`src/rtl/tdst_pkg.sv`:
```
// tdst_pkg: shared widths, request codes, register indexes and payload types
// for the touch drag scroll tracker; no dependencies
`timescale 1ns / 1ps

package tdst_pkg;

    localparam int POS_W  = 12;             // touch coordinate width
    localparam int DIF_W  = POS_W + 1;      // signed coordinate difference
    localparam int SCR_W  = 15;             // scroll position width
    localparam int ACC_W  = SCR_W + 2;      // signed scroll sum before clamp
    localparam int CNT_W  = $clog2(POS_W);  // divider step counter
    localparam int REQ_W  = 3;
    localparam int ADDR_W = 4;
    localparam int DATA_W = 32;

    localparam int MOVE_SLOP_DEF = 2;

    // request codes
    localparam logic [REQ_W-1:0] REQ_DOWN   = 3'd0;
    localparam logic [REQ_W-1:0] REQ_UP     = 3'd1;
    localparam logic [REQ_W-1:0] REQ_MOVE   = 3'd2;
    localparam logic [REQ_W-1:0] REQ_CANCEL = 3'd3;
    localparam logic [REQ_W-1:0] REQ_OTHER  = 3'd4;

    // register indexes (paddr[3:2])
    localparam logic [1:0] REG_COL_LIMIT  = 2'd0;
    localparam logic [1:0] REG_COL_WIDTH  = 2'd1;
    localparam logic [1:0] REG_ROW_LIMIT  = 2'd2;
    localparam logic [1:0] REG_ROW_HEIGHT = 2'd3;

    typedef struct packed {
        logic [REQ_W-1:0] req_type;
        logic [POS_W-1:0] pos_x;
        logic [POS_W-1:0] pos_y;
        logic [SCR_W-1:0] base_col;
        logic [SCR_W-1:0] base_row;
    } t_in_req;

    typedef struct packed {
        logic             status;
        logic             touching;
        logic             moved;
        logic             tap_done;
        logic [SCR_W-1:0] scroll_col;
        logic [SCR_W-1:0] scroll_row;
    } t_out_res;

endpackage

```
`src/rtl/tdst_axis.sv`:
```
// tdst_axis: one scroll axis; bit-serial restoring divide of the drag distance
// by the item size, then sign fix, subtract from base and clamp; uses tdst_pkg
`timescale 1ns / 1ps

module tdst_axis
    import tdst_pkg::*;
(
    input  logic                    i_clk,
    input  logic                    i_rst_n,
    input  logic                    i_start,
    input  logic signed [DIF_W-1:0] i_diff,
    input  logic [POS_W-1:0]        i_size,
    input  logic [SCR_W-1:0]        i_base,
    input  logic [SCR_W-1:0]        i_limit,
    output logic                    o_done,
    output logic [SCR_W-1:0]        o_pos
);

    logic             r_busy, r_fin, r_done;
    logic [CNT_W-1:0] r_cnt;
    logic             r_neg;
    logic [POS_W-1:0] r_dvd;     // dividend bits out at the top, quotient bits in at the bottom
    logic [POS_W-1:0] r_rem;
    logic [POS_W-1:0] r_size;
    logic [SCR_W-1:0] r_base, r_limit, r_pos;

    logic [DIF_W-1:0]        abs_diff;
    logic [DIF_W-1:0]        trial;
    logic [DIF_W-1:0]        sub;
    logic                    ge;
    logic signed [ACC_W-1:0] q_s;
    logic signed [ACC_W-1:0] sum;
    logic [SCR_W-1:0]        clamped;

    assign abs_diff = i_diff[DIF_W-1] ? DIF_W'(-i_diff) : DIF_W'(i_diff);

    assign trial = {r_rem, r_dvd[POS_W-1]};
    assign ge    = trial >= {1'b0, r_size};
    assign sub   = trial - {1'b0, r_size};

    // truncation toward zero: divide magnitudes, then restore the sign
    assign q_s = r_neg ? -$signed({{(ACC_W-POS_W){1'b0}}, r_dvd})
                       :  $signed({{(ACC_W-POS_W){1'b0}}, r_dvd});
    assign sum = $signed({2'b00, r_base}) - q_s;

    always_comb begin
        priority if (r_size == '0) begin
            clamped = r_base;
        end else if (sum[ACC_W-1]) begin
            clamped = '0;
        end else if (sum > $signed({2'b00, r_limit})) begin
            clamped = r_limit;
        end else begin
            clamped = sum[SCR_W-1:0];
        end
    end

    always_ff @(posedge i_clk) begin
        if (!i_rst_n) begin
            r_busy <= 1'b0;
            r_fin  <= 1'b0;
            r_done <= 1'b0;
            r_cnt  <= '0;
        end else begin
            r_done <= 1'b0;
            if (i_start) begin
                r_busy <= 1'b1;
                r_cnt  <= '0;
            end else if (r_busy) begin
                r_cnt <= r_cnt + 1'b1;
                if (r_cnt == CNT_W'(POS_W - 1)) begin
                    r_busy <= 1'b0;
                    r_fin  <= 1'b1;
                end
            end else if (r_fin) begin
                r_fin  <= 1'b0;
                r_done <= 1'b1;
            end
        end
    end

    always_ff @(posedge i_clk) begin
        if (i_start) begin
            r_neg   <= i_diff[DIF_W-1];
            r_dvd   <= abs_diff[POS_W-1:0];
            r_rem   <= '0;
            r_size  <= i_size;
            r_base  <= i_base;
            r_limit <= i_limit;
        end else if (r_busy) begin
            r_rem <= ge ? sub[POS_W-1:0] : trial[POS_W-1:0];
            r_dvd <= {r_dvd[POS_W-2:0], ge};
        end
        if (r_fin) begin
            r_pos <= clamped;
        end
    end

    assign o_done = r_done;
    assign o_pos  = r_pos;

endmodule

```
`src/rtl/touch_drag_scroll_tracker_unit.sv`:
```
// touch_drag_scroll_tracker_unit: top level; touch state, config registers,
// request sequencing and output register; uses tdst_pkg and tdst_axis
`timescale 1ns / 1ps
// Usage:
//   requests enter on i_in_valid / i_in_req and are taken when o_in_stall is low;
//   results leave on o_out_valid / o_out_res and are taken when i_out_stall is low.
//   The configuration registers on the APB-style port, at byte addresses 0, 4, 8
//   and 12 (col_limit, col_width, row_limit, row_height) read back 15/12/15/12 bits.
// Sequencing:
//   the touch state is updated at the accept edge; each axis then runs a bit-serial
//   divider, one quotient bit per cycle, and then a clamp step. The axis results
//   are then loaded into the output register, and the next request can be taken
//   only after that load. The output register lets the next request start while
//   a result waits; if it is still full when the next result is ready, the block
//   holds that result and keeps o_in_stall high until the register frees.
// Reset:
//   synchronous, active low; clears the touch state, the registers, the state and the output valid.

module touch_drag_scroll_tracker_unit
    import tdst_pkg::*;
#(
    parameter int unsigned MOVE_SLOP = MOVE_SLOP_DEF
) (
    input  logic              i_clk,
    input  logic              i_rst_n,
    input  logic              i_in_valid,
    output logic              o_in_stall,
    input  t_in_req           i_in_req,
    output logic              o_out_valid,
    input  logic              i_out_stall,
    output t_out_res          o_out_res,
    input  logic              psel,
    input  logic              penable,
    input  logic              pwrite,
    input  logic [ADDR_W-1:0] paddr,
    input  logic [DATA_W-1:0] pwdata,
    output logic [DATA_W-1:0] prdata,
    output logic              pready
);

    localparam logic [1:0] ST_IDLE = 2'd0;
    localparam logic [1:0] ST_CALC = 2'd1;
    localparam logic [1:0] ST_HOLD = 2'd2;

    logic [1:0]       r_state, n_state;
    logic [SCR_W-1:0] r_col_limit, r_row_limit;
    logic [POS_W-1:0] r_col_width, r_row_height;
    logic [POS_W-1:0] r_cur_x, r_cur_y, r_start_x, r_start_y;
    logic [POS_W-1:0] n_cur_x, n_cur_y, n_start_x, n_start_y;
    logic             r_down, r_moved, r_complete, r_status;
    logic             n_down, n_moved, n_complete;
    logic             r_out_valid;
    t_out_res         r_out_res;

    logic                    in_acc, out_free, is_touch, beyond;
    logic                    col_done, row_done, axes_done, load_out;
    logic [SCR_W-1:0]        col_pos, row_pos;
    logic [DIF_W-1:0]        dx, dy, adx, ady;
    logic signed [DIF_W-1:0] diff_x, diff_y;
    logic                    cfg_wr;

    // configuration port
    assign pready = 1'b1;
    assign cfg_wr = psel & penable & pwrite;

    always_ff @(posedge i_clk) begin
        if (!i_rst_n) begin
            r_col_limit  <= '0;
            r_col_width  <= '0;
            r_row_limit  <= '0;
            r_row_height <= '0;
        end else if (cfg_wr) begin
            unique case (paddr[3:2])
                REG_COL_LIMIT:  r_col_limit  <= pwdata[SCR_W-1:0];
                REG_COL_WIDTH:  r_col_width  <= pwdata[POS_W-1:0];
                REG_ROW_LIMIT:  r_row_limit  <= pwdata[SCR_W-1:0];
                REG_ROW_HEIGHT: r_row_height <= pwdata[POS_W-1:0];
                default: ;
            endcase
        end
    end

    always_comb begin
        unique case (paddr[3:2])
            REG_COL_LIMIT:  prdata = DATA_W'(r_col_limit);
            REG_COL_WIDTH:  prdata = DATA_W'(r_col_width);
            REG_ROW_LIMIT:  prdata = DATA_W'(r_row_limit);
            REG_ROW_HEIGHT: prdata = DATA_W'(r_row_height);
            default:        prdata = '0;
        endcase
    end

    // request handshake
    assign o_in_stall = (r_state != ST_IDLE);
    assign in_acc     = i_in_valid & ~o_in_stall;
    assign is_touch   = (i_in_req.req_type <= REQ_OTHER);

    // slop test against the held start point
    assign dx     = {1'b0, i_in_req.pos_x} - {1'b0, r_start_x};
    assign dy     = {1'b0, i_in_req.pos_y} - {1'b0, r_start_y};
    assign adx    = dx[DIF_W-1] ? -dx : dx;
    assign ady    = dy[DIF_W-1] ? -dy : dy;
    assign beyond = (adx > DIF_W'(MOVE_SLOP)) || (ady > DIF_W'(MOVE_SLOP));

    always_comb begin
        n_cur_x    = r_cur_x;
        n_cur_y    = r_cur_y;
        n_start_x  = r_start_x;
        n_start_y  = r_start_y;
        n_down     = r_down;
        n_moved    = r_moved;
        n_complete = r_complete;
        if (in_acc && is_touch) begin
            n_cur_x = i_in_req.pos_x;
            n_cur_y = i_in_req.pos_y;
            unique case (i_in_req.req_type)
                REQ_DOWN: begin
                    n_start_x = i_in_req.pos_x;
                    n_start_y = i_in_req.pos_y;
                    n_down    = 1'b1;
                    n_moved   = 1'b0;
                end
                REQ_UP: begin
                    n_complete = r_down;
                    n_down     = 1'b0;
                end
                REQ_MOVE: begin
                    if (beyond) begin
                        n_moved = 1'b1;
                    end
                end
                REQ_CANCEL: begin
                    n_down     = 1'b0;
                    n_complete = 1'b0;
                end
                default: ;
            endcase
        end
    end

    always_ff @(posedge i_clk) begin
        if (!i_rst_n) begin
            r_cur_x    <= '0;
            r_cur_y    <= '0;
            r_start_x  <= '0;
            r_start_y  <= '0;
            r_down     <= 1'b0;
            r_moved    <= 1'b0;
            r_complete <= 1'b0;
            r_status   <= 1'b0;
        end else begin
            r_cur_x    <= n_cur_x;
            r_cur_y    <= n_cur_y;
            r_start_x  <= n_start_x;
            r_start_y  <= n_start_y;
            r_down     <= n_down;
            r_moved    <= n_moved;
            r_complete <= n_complete;
            if (in_acc) begin
                r_status <= ~is_touch;
            end
        end
    end

    // both axes start at the accept edge from the updated points
    assign diff_x = $signed({1'b0, n_cur_x}) - $signed({1'b0, n_start_x});
    assign diff_y = $signed({1'b0, n_cur_y}) - $signed({1'b0, n_start_y});

    tdst_axis u_col (
        .i_clk   (i_clk),
        .i_rst_n (i_rst_n),
        .i_start (in_acc),
        .i_diff  (diff_x),
        .i_size  (r_col_width),
        .i_base  (i_in_req.base_col),
        .i_limit (r_col_limit),
        .o_done  (col_done),
        .o_pos   (col_pos)
    );

    tdst_axis u_row (
        .i_clk   (i_clk),
        .i_rst_n (i_rst_n),
        .i_start (in_acc),
        .i_diff  (diff_y),
        .i_size  (r_row_height),
        .i_base  (i_in_req.base_row),
        .i_limit (r_row_limit),
        .o_done  (row_done),
        .o_pos   (row_pos)
    );

    assign axes_done = col_done & row_done;
    assign out_free  = ~r_out_valid | ~i_out_stall;
    assign load_out  = out_free & ((r_state == ST_CALC && axes_done) || r_state == ST_HOLD);

    always_comb begin
        n_state = r_state;
        unique case (r_state)
            ST_IDLE: if (in_acc) n_state = ST_CALC;
            ST_CALC: if (axes_done) n_state = out_free ? ST_IDLE : ST_HOLD;
            ST_HOLD: if (out_free) n_state = ST_IDLE;
            default: n_state = ST_IDLE;
        endcase
    end

    always_ff @(posedge i_clk) begin
        if (!i_rst_n) begin
            r_state     <= ST_IDLE;
            r_out_valid <= 1'b0;
        end else begin
            r_state <= n_state;
            if (load_out) begin
                r_out_valid <= 1'b1;
            end else if (~i_out_stall) begin
                r_out_valid <= 1'b0;
            end
        end
    end

    // axis results stay put until the next start, so the hold state can reuse them
    always_ff @(posedge i_clk) begin
        if (load_out) begin
            r_out_res.status     <= r_status;
            r_out_res.touching   <= r_down;
            r_out_res.moved      <= r_moved;
            r_out_res.tap_done   <= r_complete;
            r_out_res.scroll_col <= col_pos;
            r_out_res.scroll_row <= row_pos;
        end
    end

    assign o_out_valid = r_out_valid;
    assign o_out_res   = r_out_res;

endmodule

```
`config.mk`:
```
export PLATFORM = sky130hd
export DESIGN_NAME = touch_drag_scroll_tracker_unit
export DESIGN_NICKNAME = d
export VERILOG_FILES = /design/src/rtl/tdst_pkg.sv /design/src/rtl/tdst_axis.sv /design/src/rtl/touch_drag_scroll_tracker_unit.sv
export SDC_FILE = /design/constraint.sdc
export NUM_CORES = 1
export LEC_CHECK = 0
export ABC_AREA = 0
export BUFFER_PORTS_ARGS = -buffer_cell sky130_fd_sc_hd__buf_2
export CAP_MARGIN = 15
export CELL_PAD_IN_SITES_DETAIL_PLACEMENT = 1
export CELL_PAD_IN_SITES_GLOBAL_PLACEMENT = 2
export CORE_MARGIN = 3
export CORE_UTILIZATION = 39
export DETAILED_ROUTE_END_ITERATION = 7
export PLACE_DENSITY_LB_ADDON = 0.1
export SLEW_MARGIN = 5
export SYNTH_ARGS = -nofsm -noshare
export SYNTH_HDL_FRONTEND = slang
export SYNTH_SLANG_ARGS = --single-unit
```
`constraint.sdc`:
```
create_clock -name i_clk -period 6.3 [get_ports i_clk]
set_clock_uncertainty 0.15 [all_clocks]
set_input_delay 0.63 -clock i_clk [delete_from_list [all_inputs] [get_ports i_clk]]
set_output_delay 0.63 -clock i_clk [all_outputs]
set_load 0.005 [all_outputs]
```
==> metrics.txt <==
worst setup path class=reg2reg; Critical R2R Capture=u_row.o_pos[1]; most frequent cells in the layout=174 x edfxtp_1, 162 x nand2_1, 147 x dfxtp_1; WL/cell=slightly below 20 µm; min Tclk post-route=5640 ps; Worst Path Required=about 6500 ps; Final Power=around 7.2 mW; critical path's top delay family=compound AO/OA/AOI/OAI gates; port bufs=between 100 and 150; core area=roughly 48000 µm²; Arr. time, crit path=5800 ps; Placer Congestion=roughly 0.79; Max stage delay on crit path=590 ps; DP Area=about 21000 µm²; register area share after synthesis=0.423; clock tree buffer depth=3; Main synth FF type=edfxtp_1; FP Rows=80; Synth area leaders=edfxtp_1 27%, dfxtp_1 15%, ha_1 9.1%; crit-path max FO=15; CTS Buf Count=39; Root Driver=clkbuf_16; reg2reg start=u_row.r_dvd[4]; Iteration-0 DRC Markers=about 580; crit start category=flop; Die X=~230 µm; DRC errors left=0; WP buf/inv=0; nets@finish=about 2300; total gr overflow=0; endpoints failing setup=0; Rel. slew slack=0.279; Final Hold Viols=0; final HPWL from detailed placement=between 40000 and 50000 µm; leakage power=about 9 nW; unrepaired setup endpoints after global routing=false; n_diodes=0; Die Area=between 50000 and 60000 µm²; hold crit path type=in2reg; CTS tree=done; vias per inst=about 5.3; Post-Syn Area per Cell=about 10 µm²; GR Util All Layers=0.201; Final Cell Area=between 20000 and 25000 µm²; I/O pins=169; first-pass GRT wire length=between 80000 and 90000 µm; CP Cell Sequence=or4_1 -> or3_1 -> o31ai_1 -> xor2_1 -> ha_1 -> or3_1 -> o311ai_0 -> nand2b_1 -> a21oi_1 -> xnor2_1 -> ha_1 -> nand4_1 -> or2_2 -> o32a_1 -> o21ai_4 -> mux2i_1 -> o21ai_0; initial antenna violation count=0; setup TNS=0 ps; Hold EP=u_col.r_base[10]; post-synth design cell area=approximately 19000 µm²; cells after synthesis=just under 2000; hold_buf cts=0; status=completed; Tightest Pin Transition=approximately 1100 ps; Pwr per Cell Area=between 300 and 400 nW/µm²; hold_sp=i_in_req[25]; r2r setup slk=660 ps; # H-tree levels=2; Synth warnings=0; Antenna Nets Post-Route=0; largest net degree at the start of global routing=approximately 70; Vias=between 10000 and 15000; Hold Path Stages=1; Routed WL=52900 µm; First-pass DRT Iterations=4; Clk Latency, worst-skew pair=570 ps; commonest non-fill, non-tap cell in the layout=edfxtp_1; Critical Path Sink Type=flop; R2R cell count=17; Crit-path slowest cell=o21ai_4; Area Growth Syn to Fin=13.6%; max cap viols=0; vias in the first global route=15068; fmax=roughly 0.18 GHz; Post-synth EDFFs=approximately 170; clk slew on worst S/H paths=60 ps; layout cell share with drive strength beyond 1=0.141; Max rail drop VDD=0.175 mV; leading area contributor after synthesis=edfxtp_1; asr flop ratio synth=0; count of cell types in the netlist=89; Max Slew Vio Count=0; #FFs+latches synth=321; crit share post-route=0.896; Die H=~230 µm; Starting Density=0.399; share of the synthesized area in the top cell type=0.271; Sink Count=between 300 and 400; Critical path origin=u_row.r_dvd[4]
[worst register-to-register path: stages, from the launching register on]
cell and delay [ps]:
edfxtp_1 470, or4_1 570, or3_1 400, o31ai_1 260
xor2_1 140, ha_1 260, or3_1 340, o311ai_0 440
nand2b_1 100, a21oi_1 190, xnor2_1 120, ha_1 310
nand4_1 90, or2_2 290, o32a_1 210, o21ai_4 590
mux2i_1 340, o21ai_0 120
[routing by layer]
| layer | global-route usage | share of wire | up-vias |
|---|---|---|---|
| li1 | - | - | 7154 |
| met1 | 0.274 | 0.48 | 7119 |
| met2 | 0.338 | 0.47 | 197 |
| met3 | 0.0313 | 0.033 | 52 |
| met4 | 0.0408 | 0.017 | 0 |
| met5 | 0 | 0 | - |
[final cells by class]
cell class                      instances  area (µm²)
Fill cell                            5486       26400
Multi-Input combinational cell       1414       10400
Sequential cell                       321        8170
Clock buffer                           55        1150
Tap cell                              656         821
Timing Repair Buffer                  145         761
Inverter                              124         468
Clock inverter                         17         174
[through the flow]
stage	utilization	setup WS, ps	hold slack [ps]	instances
floorplan	-	1340	250	1937
global placement	0.426	422	251	2660
detailed placement	0.426	376	255	2660
CTS	0.453	340	35.7	2732
global route	0.453	248	43.0	2732
finish	0.453	658	79.6	2732
[kinds of logic (layout without fill, tap and decap cells)]
| group | after synthesis | after routing | share of synthesized area |
|---|---|---|---|
| simple gates | 566 | 566 | 0.149 |
| compound gates | 407 | 407 | 0.140 |
| flops | 321 | 321 | 0.423 |
| buf+inv | 202 | 341 | 0.0436 |
| mux | 160 | 160 | 0.0926 |
| fa+ha+maj | 148 | 148 | 0.0991 |
| xor+xnor | 115 | 115 | 0.0522 |
| other cells | 2 | 18 | 0.000389 |
[synthesized netlist by cell type, types with 12 or more instances]
cell,count
nor4_1,14
nand4_1,15
buf_4,19
xor2_1,51
or3_1,25
o211ai_1,12
mux2i_1,120
inv_1,123
o31ai_1,17
or2_2,17
nand3_1,23
xnor2_1,64
mux2_2,28
a21oi_1,77
nor2_1,100
ha_1,140
edfxtp_1,174
dfxtp_1,147
o21ai_0,122
nor2b_1,87
nand2_1,163
and3_1,15
a21o_1,27
a31oi_1,14
nor3_1,28
mux4_2,12
clkbuf_1,50
a21boi_0,21
and2_1,32
o21a_1,22
[repair_timing]
item,CTS,global route
endpoints found under the setup margin,0,4
resized for setup,0,1
buffers inserted,0,0
[flip-flops by register name (all words and copies together) (netlist names), 15 cells and up]
signal	cells
u_col.r_limit	15
u_col.r_base	15
u_row.r_base	15
r_col_limit	15
u_row.o_pos	15
o_out_res	34
u_row.r_limit	15
u_col.o_pos	15
r_row_limit	15
[power breakdown]
| group | switching [mW] | internal [mW] | total, mW | leakage, nW |
|---|---|---|---|---|
| Combinational | 1.40 | 1.05 | 2.45 | 5.53 |
| Clock | 0.920 | 1.37 | 2.29 | 0.648 |
| Sequential | 0.118 | 2.36 | 2.48 | 2.86 |
[how the worst max path moves through the flow]
stage,to,cells after the start,slack [ps]
after floorplan,u_row.o_pos[0],18,1340
after global placement,u_row.o_pos[1],16,420
after detailed placement,u_row.o_pos[1],17,380
after CTS,u_row.o_pos[1],17,340
after global routing,u_row.o_pos[1],18,250
final,u_row.o_pos[1],17,660
(Power assumes the default switching activity.)
